### config.mk
export PLATFORM = sky130hd
export DESIGN_NAME = rgba8_alpha_premultiply_unit
export DESIGN_NICKNAME = d
export VERILOG_FILES = /design/src/rtl/rgbapm_pkg.sv /design/src/rtl/rgbapm_front.sv /design/src/rtl/rgbapm_cell.sv /design/src/rtl/rgbapm_back.sv /design/src/rtl/rgba8_alpha_premultiply_unit.sv
export SDC_FILE = /design/constraint.sdc
export NUM_CORES = 2
export LEC_CHECK = 0
export ABC_AREA = 1
export BUFFER_PORTS_ARGS = -buffer_cell sky130_fd_sc_hd__buf_2
export CORE_MARGIN = 3
export CORE_UTILIZATION = 70
export CTS_CLUSTER_DIAMETER = 100
export DETAILED_ROUTE_END_ITERATION = 8
export MAX_ROUTING_LAYER = met4
export PLACE_DENSITY = 0.87
export SLEW_MARGIN = 15
export SYNTH_ARGS = -nofsm -noshare
export SYNTH_HDL_FRONTEND = slang
export SYNTH_HIERARCHICAL = 1
export SYNTH_SLANG_ARGS = --single-unit
### constraint.sdc
create_clock -name clk -period 11.4 [get_ports clk]
set_input_delay 2.28 -clock clk [delete_from_list [all_inputs] [get_ports clk]]
set_output_delay 2.28 -clock clk [all_outputs]
set_load 0.01 [all_outputs]
### src/rtl/rgbapm_pkg.sv
// Shared types and constants for the RGBA8 alpha premultiply unit.
// No dependencies; every other file in rtl/ refers to it by scoped names.
package rgbapm_pkg;

  localparam int BYTE_W      = 8;
  localparam int NUM_BYTES   = 4;
  localparam int NUM_COLOURS = 3;
  // one division cell per quotient bit
  localparam int NUM_CELLS   = BYTE_W;
  localparam int PROD_W      = 2 * BYTE_W;
  localparam int CFG_INDEX_W = 1;
  localparam int CFG_DATA_W  = 1;

  // rounding term of the divide-by-255 shift-add form
  localparam logic [PROD_W-1:0] ROUND_HALF = PROD_W'(128);
  localparam logic [BYTE_W-1:0] BYTE_MAX   = BYTE_W'(255);

  typedef enum logic [CFG_INDEX_W-1:0] {
    REG_UNPREMUL    = 1'b0,
    REG_ALPHA_FIRST = 1'b1
  } cfg_reg_t;

  typedef struct packed {
    logic unpremul;
    logic alpha_first;
  } cfg_t;

  typedef struct packed {
    logic [BYTE_W-1:0] pixel_byte_0;
    logic [BYTE_W-1:0] pixel_byte_1;
    logic [BYTE_W-1:0] pixel_byte_2;
    logic [BYTE_W-1:0] pixel_byte_3;
    logic              span_end;
  } pix_in_t;

  typedef struct packed {
    logic [BYTE_W-1:0] result_byte_0;
    logic [BYTE_W-1:0] result_byte_1;
    logic [BYTE_W-1:0] result_byte_2;
    logic [BYTE_W-1:0] result_byte_3;
    logic              result_span_end;
  } pix_out_t;

  // One colour lane: partial remainder, dividend bits that shift out as
  // quotient bits shift in, and the saturation flag.
  typedef struct packed {
    logic [BYTE_W-1:0] rem;
    logic [BYTE_W-1:0] quo;
    logic              sat;
  } lane_t;

  typedef struct packed {
    cfg_t                                cfg;
    logic [BYTE_W-1:0]                   alpha;
    logic [NUM_BYTES-1:0][BYTE_W-1:0]    bytes;
    logic                                span_end;
    lane_t [NUM_COLOURS-1:0]             lanes;
  } work_t;

endpackage

### src/rtl/rgbapm_front.sv
// Front of the pipeline: input register, colour-by-alpha multiply stage and
// per-lane setup for the division cells. Depends on rgbapm_pkg.
module rgbapm_front (
  input  logic                clk,
  input  logic                rst_n,
  input  rgbapm_pkg::cfg_t    cfg,
  input  logic                in_valid,
  output logic                in_ready,
  input  rgbapm_pkg::pix_in_t in_item,
  output logic                out_valid,
  input  logic                out_ready,
  output rgbapm_pkg::work_t   out_work
);

  logic                                a_valid_r;
  logic                                a_ready;
  rgbapm_pkg::work_t                   a_work_r;
  rgbapm_pkg::work_t                   a_work_nxt;
  logic [rgbapm_pkg::NUM_COLOURS-1:0][rgbapm_pkg::PROD_W-1:0] prod_nxt;

  logic                                b_valid_r;
  logic                                b_ready;
  rgbapm_pkg::work_t                   b_work_r;
  logic [rgbapm_pkg::NUM_COLOURS-1:0][rgbapm_pkg::PROD_W-1:0] b_prod_r;

  assign a_ready   = !a_valid_r || b_ready;
  assign b_ready   = !b_valid_r || out_ready;
  assign in_ready  = a_ready;
  assign out_valid = b_valid_r;

  // capture the pixel together with the mode it is to be converted in
  always_comb begin
    a_work_nxt          = '0;
    a_work_nxt.cfg      = cfg;
    a_work_nxt.bytes    = {in_item.pixel_byte_3, in_item.pixel_byte_2,
                           in_item.pixel_byte_1, in_item.pixel_byte_0};
    a_work_nxt.alpha    = cfg.alpha_first ? in_item.pixel_byte_0 : in_item.pixel_byte_3;
    a_work_nxt.span_end = in_item.span_end;
  end

  always_ff @(posedge clk) begin
    if (!rst_n) begin
      a_valid_r <= 1'b0;
    end else if (a_ready) begin
      a_valid_r <= in_valid;
    end
  end

  always_ff @(posedge clk) begin
    if (in_valid && a_ready) begin
      a_work_r <= a_work_nxt;
    end
  end

  // colour lane k sits one byte up when alpha leads
  always_comb begin
    logic [1:0]                    idx;
    logic [rgbapm_pkg::BYTE_W-1:0] c;
    for (int k = 0; k < rgbapm_pkg::NUM_COLOURS; k++) begin
      idx         = 2'(k) + {1'b0, a_work_r.cfg.alpha_first};
      c           = a_work_r.bytes[idx];
      prod_nxt[k] = (c * a_work_r.alpha) + rgbapm_pkg::ROUND_HALF;
    end
  end

  always_ff @(posedge clk) begin
    if (!rst_n) begin
      b_valid_r <= 1'b0;
    end else if (b_ready) begin
      b_valid_r <= a_valid_r;
    end
  end

  always_ff @(posedge clk) begin
    if (a_valid_r && b_ready) begin
      b_work_r <= a_work_r;
      b_prod_r <= prod_nxt;
    end
  end

  // Premultiply finishes here with ((t >> 8) + t) >> 8; unpremultiply loads
  // the dividend c*255 = (c << 8) - c into remainder and shift bits.
  always_comb begin
    logic [1:0]                      idx;
    logic [rgbapm_pkg::BYTE_W-1:0]   c;
    logic [rgbapm_pkg::PROD_W:0]     sum;
    logic [rgbapm_pkg::PROD_W-1:0]   dvd;
    out_work = b_work_r;
    for (int k = 0; k < rgbapm_pkg::NUM_COLOURS; k++) begin
      idx = 2'(k) + {1'b0, b_work_r.cfg.alpha_first};
      c   = b_work_r.bytes[idx];
      sum = {1'b0, b_prod_r[k]}
            + {{(rgbapm_pkg::BYTE_W + 1){1'b0}},
               b_prod_r[k][rgbapm_pkg::PROD_W-1:rgbapm_pkg::BYTE_W]};
      dvd = {c, {rgbapm_pkg::BYTE_W{1'b0}}} - {{rgbapm_pkg::BYTE_W{1'b0}}, c};
      if (b_work_r.cfg.unpremul) begin
        out_work.lanes[k].rem = dvd[rgbapm_pkg::PROD_W-1:rgbapm_pkg::BYTE_W];
        out_work.lanes[k].quo = dvd[rgbapm_pkg::BYTE_W-1:0];
        out_work.lanes[k].sat = c > b_work_r.alpha;
      end else begin
        out_work.lanes[k].rem = '0;
        out_work.lanes[k].quo = sum[rgbapm_pkg::PROD_W-1:rgbapm_pkg::BYTE_W];
        out_work.lanes[k].sat = 1'b0;
      end
    end
  end

endmodule

### src/rtl/rgbapm_cell.sv
// One restoring-division cell: one quotient bit for each colour lane per
// item, held in its own pipeline register. Depends on rgbapm_pkg.
module rgbapm_cell (
  input  logic              clk,
  input  logic              rst_n,
  input  logic              in_valid,
  output logic              in_ready,
  input  rgbapm_pkg::work_t in_work,
  output logic              out_valid,
  input  logic              out_ready,
  output rgbapm_pkg::work_t out_work
);

  logic              valid_r;
  rgbapm_pkg::work_t work_r;
  rgbapm_pkg::work_t work_nxt;

  assign in_ready  = !valid_r || out_ready;
  assign out_valid = valid_r;
  assign out_work  = work_r;

  // shift the next dividend bit into the remainder, subtract alpha if it fits
  always_comb begin
    logic [rgbapm_pkg::BYTE_W:0] shifted;
    logic [rgbapm_pkg::BYTE_W:0] diff;
    logic                        qbit;
    work_nxt = in_work;
    for (int k = 0; k < rgbapm_pkg::NUM_COLOURS; k++) begin
      shifted = {in_work.lanes[k].rem, in_work.lanes[k].quo[rgbapm_pkg::BYTE_W-1]};
      diff    = shifted - {1'b0, in_work.alpha};
      qbit    = shifted >= {1'b0, in_work.alpha};
      if (in_work.cfg.unpremul) begin
        work_nxt.lanes[k].rem = qbit ? diff[rgbapm_pkg::BYTE_W-1:0]
                                     : shifted[rgbapm_pkg::BYTE_W-1:0];
        work_nxt.lanes[k].quo = {in_work.lanes[k].quo[rgbapm_pkg::BYTE_W-2:0], qbit};
      end
    end
  end

  always_ff @(posedge clk) begin
    if (!rst_n) begin
      valid_r <= 1'b0;
    end else if (in_ready) begin
      valid_r <= in_valid;
    end
  end

  always_ff @(posedge clk) begin
    if (in_valid && in_ready) begin
      work_r <= work_nxt;
    end
  end

endmodule

### src/rtl/rgbapm_back.sv
// Output stage: saturate or zero the quotients, put the colours back around
// the alpha byte and hold the finished item. Depends on rgbapm_pkg.
module rgbapm_back (
  input  logic                 clk,
  input  logic                 rst_n,
  input  logic                 in_valid,
  output logic                 in_ready,
  input  rgbapm_pkg::work_t    in_work,
  output logic                 out_valid,
  input  logic                 out_ready,
  output rgbapm_pkg::pix_out_t out_item
);

  logic                 valid_r;
  rgbapm_pkg::pix_out_t item_r;
  rgbapm_pkg::pix_out_t item_nxt;
  logic [rgbapm_pkg::NUM_COLOURS-1:0][rgbapm_pkg::BYTE_W-1:0] val;

  assign in_ready  = !valid_r || out_ready;
  assign out_valid = valid_r;
  assign out_item  = item_r;

  always_comb begin
    for (int k = 0; k < rgbapm_pkg::NUM_COLOURS; k++) begin
      if (!in_work.cfg.unpremul) begin
        val[k] = in_work.lanes[k].quo;
      end else if (in_work.alpha == '0) begin
        val[k] = '0;
      end else if (in_work.lanes[k].sat) begin
        val[k] = rgbapm_pkg::BYTE_MAX;
      end else begin
        val[k] = in_work.lanes[k].quo;
      end
    end
  end

  always_comb begin
    if (in_work.cfg.alpha_first) begin
      item_nxt.result_byte_0 = in_work.bytes[0];
      item_nxt.result_byte_1 = val[0];
      item_nxt.result_byte_2 = val[1];
      item_nxt.result_byte_3 = val[2];
    end else begin
      item_nxt.result_byte_0 = val[0];
      item_nxt.result_byte_1 = val[1];
      item_nxt.result_byte_2 = val[2];
      item_nxt.result_byte_3 = in_work.bytes[3];
    end
    item_nxt.result_span_end = in_work.span_end;
  end

  always_ff @(posedge clk) begin
    if (!rst_n) begin
      valid_r <= 1'b0;
    end else if (in_ready) begin
      valid_r <= in_valid;
    end
  end

  always_ff @(posedge clk) begin
    if (in_valid && in_ready) begin
      item_r <= item_nxt;
    end
  end

endmodule

### src/rtl/rgba8_alpha_premultiply_unit.sv
// Top level of the RGBA8 alpha premultiply / unpremultiply unit.
// Depends on rgbapm_pkg, rgbapm_front, rgbapm_cell and rgbapm_back.
//
// Usage:
//   in_*  : one four-byte pixel and a span marker per item (valid/ready).
//   out_* : the converted pixel, bytes in input order, alpha unchanged.
//   cfg_* : register writes, always ready; index 0 selects premultiply (0)
//           or unpremultiply (1), index 1 places alpha last (0) or first (1).
//           Write them only while no item is in flight.
// Pipeline: eleven register stages - input register, multiply stage, eight
//   division cells (one quotient bit each) and the output register.
// Throughput: one item per cycle while out_ready is high; every stage takes
//   a new item in the cycle its current one moves on, per the stage handshake.
// Reset: clears every stage valid and both registers to zero (premultiply,
//   alpha last). Payload registers are not reset.
// Stall: while out_ready is low the output item holds; items behind it keep
//   advancing into empty stages, and in_ready drops only once every stage
//   holds an item.
module rgba8_alpha_premultiply_unit (
  input  logic                                    clk,
  input  logic                                    rst_n,
  input  logic                                    in_valid,
  output logic                                    in_ready,
  input  rgbapm_pkg::pix_in_t                     in_item,
  output logic                                    out_valid,
  input  logic                                    out_ready,
  output rgbapm_pkg::pix_out_t                    out_item,
  input  logic                                    cfg_valid,
  output logic                                    cfg_ready,
  input  logic [rgbapm_pkg::CFG_INDEX_W-1:0]      cfg_index,
  input  logic [rgbapm_pkg::CFG_DATA_W-1:0]       cfg_data
);

  rgbapm_pkg::cfg_t cfg_r;
  rgbapm_pkg::cfg_t cfg_nxt;

  logic                                     front_valid;
  logic                                     front_ready;
  rgbapm_pkg::work_t                        front_work;

  logic              [rgbapm_pkg::NUM_CELLS:0] chain_valid;
  logic              [rgbapm_pkg::NUM_CELLS:0] chain_ready;
  rgbapm_pkg::work_t [rgbapm_pkg::NUM_CELLS:0] chain_work;

  // configuration: always ready, decode the register index
  assign cfg_ready = 1'b1;

  always_comb begin
    cfg_nxt = cfg_r;
    if (cfg_valid) begin
      case (rgbapm_pkg::cfg_reg_t'(cfg_index))
        rgbapm_pkg::REG_UNPREMUL:    cfg_nxt.unpremul    = cfg_data[0];
        rgbapm_pkg::REG_ALPHA_FIRST: cfg_nxt.alpha_first = cfg_data[0];
        default:                     cfg_nxt             = cfg_r;
      endcase
    end
  end

  always_ff @(posedge clk) begin
    if (!rst_n) begin
      cfg_r <= '0;
    end else begin
      cfg_r <= cfg_nxt;
    end
  end

  // input register, multiply and divider setup
  rgbapm_front u_front (
    .clk       (clk),
    .rst_n     (rst_n),
    .cfg       (cfg_r),
    .in_valid  (in_valid),
    .in_ready  (in_ready),
    .in_item   (in_item),
    .out_valid (front_valid),
    .out_ready (front_ready),
    .out_work  (front_work)
  );

  assign chain_valid[0] = front_valid;
  assign chain_work[0]  = front_work;
  assign front_ready    = chain_ready[0];

  // row of division cells; premultiplied lanes ride through untouched
  for (genvar i = 0; i < rgbapm_pkg::NUM_CELLS; i++) begin : g_cell
    rgbapm_cell u_cell (
      .clk       (clk),
      .rst_n     (rst_n),
      .in_valid  (chain_valid[i]),
      .in_ready  (chain_ready[i]),
      .in_work   (chain_work[i]),
      .out_valid (chain_valid[i+1]),
      .out_ready (chain_ready[i+1]),
      .out_work  (chain_work[i+1])
    );
  end

  // saturation, byte placement and output register
  rgbapm_back u_back (
    .clk       (clk),
    .rst_n     (rst_n),
    .in_valid  (chain_valid[rgbapm_pkg::NUM_CELLS]),
    .in_ready  (chain_ready[rgbapm_pkg::NUM_CELLS]),
    .in_work   (chain_work[rgbapm_pkg::NUM_CELLS]),
    .out_valid (out_valid),
    .out_ready (out_ready),
    .out_item  (out_item)
  );

  // a stall on the input can only come from a full pipe behind a held output
  assert property (@(posedge clk) disable iff (!rst_n)
    !in_ready |-> out_valid)
    else $error("input stalled with no output item waiting");

  // unpremultiply, alpha first: zero alpha clears every colour
  assert property (@(posedge clk) disable iff (!rst_n)
    out_valid && cfg_r.unpremul && cfg_r.alpha_first && out_item.result_byte_0 == '0
    |-> out_item.result_byte_1 == '0 && out_item.result_byte_2 == '0
        && out_item.result_byte_3 == '0)
    else $error("zero alpha left a colour set");

  // premultiply, alpha last: no colour may exceed its alpha
  assert property (@(posedge clk) disable iff (!rst_n)
    out_valid && !cfg_r.unpremul && !cfg_r.alpha_first
    |-> out_item.result_byte_0 <= out_item.result_byte_3
        && out_item.result_byte_1 <= out_item.result_byte_3
        && out_item.result_byte_2 <= out_item.result_byte_3)
    else $error("premultiplied colour above alpha");

endmodule
# --- Yosys cells after proc, flatten, opt, wreduce, memory -nomap -nowiden ---
# Cells that the tools add are included.
word_totals:
  elab_cells: 332
  output_inout_bits: 36
  inputBits: 40
  register_bits: 780
op_classes:
  reduce_logical: 36
  addsub: 34
  mux: 71
  n_lt_le_gt_ge: 33
  bitwise_logic: 1
  multipliers: 3
op_table:
  columns: ["op", "count"]
  rows:
  - ["$mux 16", 21]
  - ["$mux 8", 42]
  - ["$ge 9x8->1", 24]
  - ["$sub 8x8->8", 21]
  - ["$bmux 8 s2", 4]
  - ["$mux 17", 3]
  - ["$add 16x8->16", 3]
  - ["$add 16x8->16 const B", 3]
  - ["$mul 8x8->16", 3]
  - ["$sub 16x8->16", 3]
  - ["$mux 32", 1]
  - ["$gt 8x8->1", 3]
  - ["$lt 2x3->1 const B", 4]
  - ["$logic_and 1x1->1", 11]
  - ["$logic_not 1->1", 11]
  - ["$logic_or 1x1->1", 11]
  - ["$logic_not 8->1", 1]
  - ["$lt 1x3->1 const B", 2]
  - ["$add 1x1->2 const A", 2]
  - ["$add 2x1->2 const A", 2]
  - ["$reduce_and 2->1", 2]
  - ["$not 1->1", 1]

# --- Longest topological paths before layout ---
depth:
  ltp_word: 13
  depth_mapped: 24
  depth_no_buf: 23

# --- Hierarchy ---
# Netlist, hierarchy kept.
by_module_without_submodules:
  columns: ["mod", "n_inst", "seq_area_each_um2", "cells_each", "area_per_inst_um2"]
  rows:
  - ["rgbapm_cell at g_cell[0].u_cell ...", 6, 2842.7, 535, 5107.4]
  - ["rgbapm_front", 1, 4063.9, 1783, 14490.1]
  - ["rgbapm_cell at g_cell[3].u_cell", 1, 2842.7, 524, 5157.4]
  - ["rgbapm_cell at g_cell[4].u_cell", 1, 2842.7, 530, 5039.8]
  - ["rgbapm_back", 1, 1011.0, 211, 1766.7]
  - ["rgba8_alpha_premultiply_unit", 1, 40.0, 14, 98.8]

# --- Worst setup path before layout ---
# OpenSTA, ideal clock, no wires.
synth_timing:
  path_kind: "input to register"
  startpoint: "in out_ready"
  endpoint: "reg g_cell[0].u_cell.work_r (netlist bit g_cell[0].u_cell/out_work[0]), enable pin"
  t_arrival_ns: 7.657
  path_slack_ns: 3.166
  n_path_buf: 0
  path_stages: 18
  setup_ns: 0.577
  t_required_ns: 10.823
  path_cell_list: "inv_1 nand2_1 inv_1 nand2_1 inv_1 nand2_1 inv_1 nand2_1 inv_1 nand2_1 inv_1 nand2_1 inv_1 nand2_1 inv_1 nand2_1 inv_1 a21oi_1"
synth_between:
  elab_chain_len: 10
synth_rtl:
  columns: ["item", "line", "rtl"]
  rows:
  - ["start, declared", "rgba8_alpha_premultiply_unit.sv:26", "input logic out_ready,"]
  - ["$logic_or 1x1->1", "rgbapm_back.sv:19", "assign in_ready = !valid_r || out_ready;"]
  - ["named net chain_ready, one bit", "rgba8_alpha_premultiply_unit.sv:42", "logic [rgbapm_pkg::NUM_CELLS:0] chain_ready;"]
  - ["$logic_or 1x1->1", "rgbapm_cell.sv:18", "assign in_ready = !valid_r || out_ready;"]
  - ["named net chain_ready, one bit", "rgba8_alpha_premultiply_unit.sv:42", null]
  - ["$logic_or 1x1->1", "rgbapm_cell.sv:18", null]
  - ["named net chain_ready, one bit", "rgba8_alpha_premultiply_unit.sv:42", null]
  - ["$logic_or 1x1->1", "rgbapm_cell.sv:18", null]
  - ["named net chain_ready, one bit", "rgba8_alpha_premultiply_unit.sv:42", null]
  - ["[... 1 more ...]", null, null]
  - ["named net chain_ready, one bit", "rgba8_alpha_premultiply_unit.sv:42", null]
  - ["$logic_or 1x1->1", "rgbapm_cell.sv:18", null]
  - ["named net chain_ready, one bit", "rgba8_alpha_premultiply_unit.sv:42", null]
  - ["$logic_or 1x1->1", "rgbapm_cell.sv:18", null]
  - ["named net chain_ready, one bit", "rgba8_alpha_premultiply_unit.sv:42", null]
  - ["$logic_or 1x1->1", "rgbapm_cell.sv:18", null]
  - ["named net chain_ready, one bit", "rgba8_alpha_premultiply_unit.sv:42", null]
  - ["$logic_or 1x1->1", "rgbapm_cell.sv:18", null]
  - ["$logic_and 1x1->1", "rgbapm_cell.sv:49", "if (in_valid && in_ready) begin"]
  - ["end signal, assigned", "rgbapm_cell.sv:50", "work_r <= work_nxt;"]
  - ["end, declared", "rgbapm_cell.sv:15", "rgbapm_pkg::work_t work_r;"]
# The timed path passes the listed nets, and every way through them passes these cells.
# A chain may end at the register's enable or synchronous reset.

# --- Final worst setup path ---
layout_timing:
  startpoint: "in out_ready"
  endpoint: "out in_ready"
layout_between:
  elab_chain_len: 11
layout_rtl:
  columns: ["item", "line", "rtl"]
  rows:
  - ["$logic_or 1x1->1", "rgbapm_back.sv:19", null]
  - ["named net chain_ready, one bit", "rgba8_alpha_premultiply_unit.sv:42", null]
  - ["$logic_or 1x1->1", "rgbapm_cell.sv:18", null]
  - ["named net chain_ready, one bit", "rgba8_alpha_premultiply_unit.sv:42", null]
  - ["$logic_or 1x1->1", "rgbapm_cell.sv:18", null]
  - ["named net chain_ready, one bit", "rgba8_alpha_premultiply_unit.sv:42", null]
  - ["$logic_or 1x1->1", "rgbapm_cell.sv:18", null]
  - ["named net chain_ready, one bit", "rgba8_alpha_premultiply_unit.sv:42", null]
  - ["[... 1 more ...]", null, null]
  - ["named net chain_ready, one bit", "rgba8_alpha_premultiply_unit.sv:42", null]
  - ["[... 1 more ...]", null, null]
  - ["named net chain_ready, one bit", "rgba8_alpha_premultiply_unit.sv:42", null]
  - ["$logic_or 1x1->1", "rgbapm_cell.sv:18", null]
  - ["named net chain_ready, one bit", "rgba8_alpha_premultiply_unit.sv:42", null]
  - ["$logic_or 1x1->1", "rgbapm_cell.sv:18", null]
  - ["named net chain_ready, one bit", "rgba8_alpha_premultiply_unit.sv:42", null]
  - ["$logic_or 1x1->1", "rgbapm_cell.sv:18", null]
  - ["named net chain_ready, one bit", "rgba8_alpha_premultiply_unit.sv:42", null]
  - ["$logic_or 1x1->1", "rgbapm_front.sv:27", "assign b_ready = !b_valid_r || out_ready;"]
  - ["$logic_or 1x1->1", "rgbapm_front.sv:26", "assign a_ready = !a_valid_r || b_ready;"]
  - ["end, declared", "rgba8_alpha_premultiply_unit.sv:23", "output logic in_ready,"]
# The timed path passes the listed nets, and every way through them passes these cells.

==> flow_summary_export.csv <==
group,metric,value,unit
setup_path,crit_arrival,4.86,ns
clock_network,numCtsBuffers,81,
sta,worstMarginPinSlew,1.12,ns
setup_path,critPathKind,"primary input to output port",
route,ant_nets,0,
sta,relSlewSlack,24.8,%
setup_path,ff2ff_path_depth,17,
power,pwr_density_cell,158,nW/um^2
global_routing,grt_max_degree,96,
synth,synth_warnings,6,
route,first_iter_violations,4276,
clock_network,cts.reportedPaths.clkPinSlew,0.06,ns
power,p_leak,26.2,nW
die,fp.dieH,277,um
sta,fin_crit_sh,62.7,%
sta,rsz0062_at_grt,"no",
global_routing,grt_pass1_wl,201000,um
die,start_util,71.3,%
clock_network,post_cts_buffers,0,
clock_network,ctsResizeCount,0,
global_routing,grt_pass1_vias,39821,
setup_path,crit_required,9.12,ns
placed_design,io_buffers,74,
sta,hold_slack,0.411,ns
clock_network,clkSinkCount,780,
die,io_pins,76,
route,routed_wl,125000,um
setup_path,startpoint,"out_ready",
synth,netlist_instances,5872,
sta,slew_viol_final,0,
worst_hold_path,holdCritStartpoint,"g_cell[4].u_cell/out_work[80]",
die,die_area,76800,um^2
setup_path,cp-end-kind,"output port",
worst_hold_path,hold-path-cell-count,0,
setup_path,worst-r2r-setup-slack,5.96,ns
die,rows,98,
route,via_count,40425,
route,wl_per_cell,18.0,um
route,vias_per_cell,5.81,
clock_network,cts_tree,"yes",
worst_hold_path,hp-class,"register to register",
setup_path,crit_fanout,3,
route,dr.pass1.iters,7,
synth,synth_area_per_cell,8.77,um^2
finish,syn_to_final_growth,7.83,%
run,maxCapViolations,0,
global_routing,antenna_found_initial,2,
sta,clock.fmax,140,MHz
sta,skew,0.0522,ns
route,drc,0,
clock_network,clk_latency,0.67,ns
sta,setup_viol_count_final,0,
synth,synth_nets,6401,
global_routing,grt_overflow,0,
setup_path,r2r_start,"u_front/a_work_r[92]",
sta,fin_setup_tns,0,ns
clock_network,hold_buffers,0,
die,chipWidth,277,um
die,coreArea,72200,um^2
clock_network,cts-root-buf,"clkbuf_16",
clock_network,clockBufferDepth,3,
finish,drive_above_1_share,8.20,%
power,vdd_drop_max,0.000308,V
synth,syn_area,51500,um^2
outcome,status,"finished clean",
placed_design,hpwl,91300,um
clock_network,h-tree-depth,3,
finish,fillers,4666,
sta,final_hold_viol_count,0,
global_routing,groute.usage.overall,33.5,%
setup_path,start_kind,"primary input",
sta,period_minus_slack,7.14,ns
placed_design,gp_congestion,0.959,
finish,nets,6465,
## final cells by class
| cell class | count | area, um^2 | area share, % |
|---|---|---|---|
| diodes | 2 | 5.00 | 0.00902 |
| clock buffers | 111 | 2210 | 3.98 |
| clock inverters | 38 | 499 | 0.899 |
| inverters | 976 | 3670 | 6.61 |
| multi-input cells | 3994 | 24000 | 43.3 |
| flip-flops and latches | 780 | 23300 | 42.0 |
| well taps | 950 | 1190 | 2.14 |
| repair buffers | 103 | 608 | 1.10 |
## stage by stage
step	power (W)	std cells	utilization (%)	instance area (um^2)	setup WS, ns
3_3_place_gp	0.00596	6802	73.1	52800	4.69
4_1_cts	0.00874	6951	76.8	55500	4.26
5_1_grt	0.00926	6954	76.9	55500	4.02
6_report	0.00875	6954	76.9	55500	4.26
2_1_floorplan	0.00543	5872	-	51500	3.19
3_5_place_dp	0.00605	6802	73.1	52800	4.48
## placed cells by master, fill, tap and decap left out, types with 42 or more instances in the layout
| master | instances |
|---|---|
| o21ai_0 | 199 |
| xor2_1 | 66 |
| ha_1 | 357 |
| clkbuf_16 | 81 |
| nand3b_1 | 42 |
| buf_2 | 74 |
| nand2_2 | 43 |
| nand3_1 | 571 |
| nand2_4 | 46 |
| edfxtp_1 | 767 |
| nor2_1 | 364 |
| nand4_1 | 53 |
| a21oi_1 | 142 |
| inv_1 | 938 |
| nand2_1 | 1699 |
| fa_1 | 132 |
## report_power, final
| group | switching (W) | total [W] | internal [W] |
|---|---|---|---|
| Clock | 0.00115 | 0.00268 | 0.00152 |
| Sequential | 0.000118 | 0.00348 | 0.00336 |
| Combinational | 0.00164 | 0.00260 | 0.000957 |
| Total | 0.00292 | 0.00875 | 0.00583 |
## state kept, by name (all words and copies together), names as in the netlist
register,cells
u_front/out_valid,1
u_front/out_work,43
u_back/out_valid,1
cfg_r,2
u_front/a_work_r,43
g_cell.u_cell/out_work,600
u_front/b_prod_r,48
u_back/out_item,33
u_front/a_valid_r,1
g_cell.u_cell/out_valid,8
## critical path, stage by stage
cell     delay (ns)
buf_2          0.10
inv_1          0.10
nand2_1        0.10
inv_1          0.12
nand2_1        0.08
inv_1          0.13
nand2_1        0.10
inv_1          0.13
nand2_1        0.09
inv_1          0.12
nand2_1        0.10
inv_1          0.12
nand2_1        0.10
inv_1          0.14
nand2_1        0.10
inv_1          0.12
nand2_1        0.09
inv_1          0.13
nand2_1        0.10
inv_1          0.17
nand3_1        0.16
buf_2          0.18
## final timing paths
| path | end |
|---|---|
| worst max register to register | u_front/b_prod_r[28] |
| worst min register to register | g_cell[5].u_cell/out_work[80] |
| worst max-delay path | in_ready |
| worst min-delay path | g_cell[5].u_cell/out_work[80] |
## routing by layer
metal  track usage, %  up-vias  wire, um
met1             41.0    18811     48100
met4             16.4        0      6340
li1                 -    19247         -
met3             4.66      463     10100
met5                -        -         0
met2             55.0     1904     60400
No activity file was read; power rests on OpenSTA's default activity.
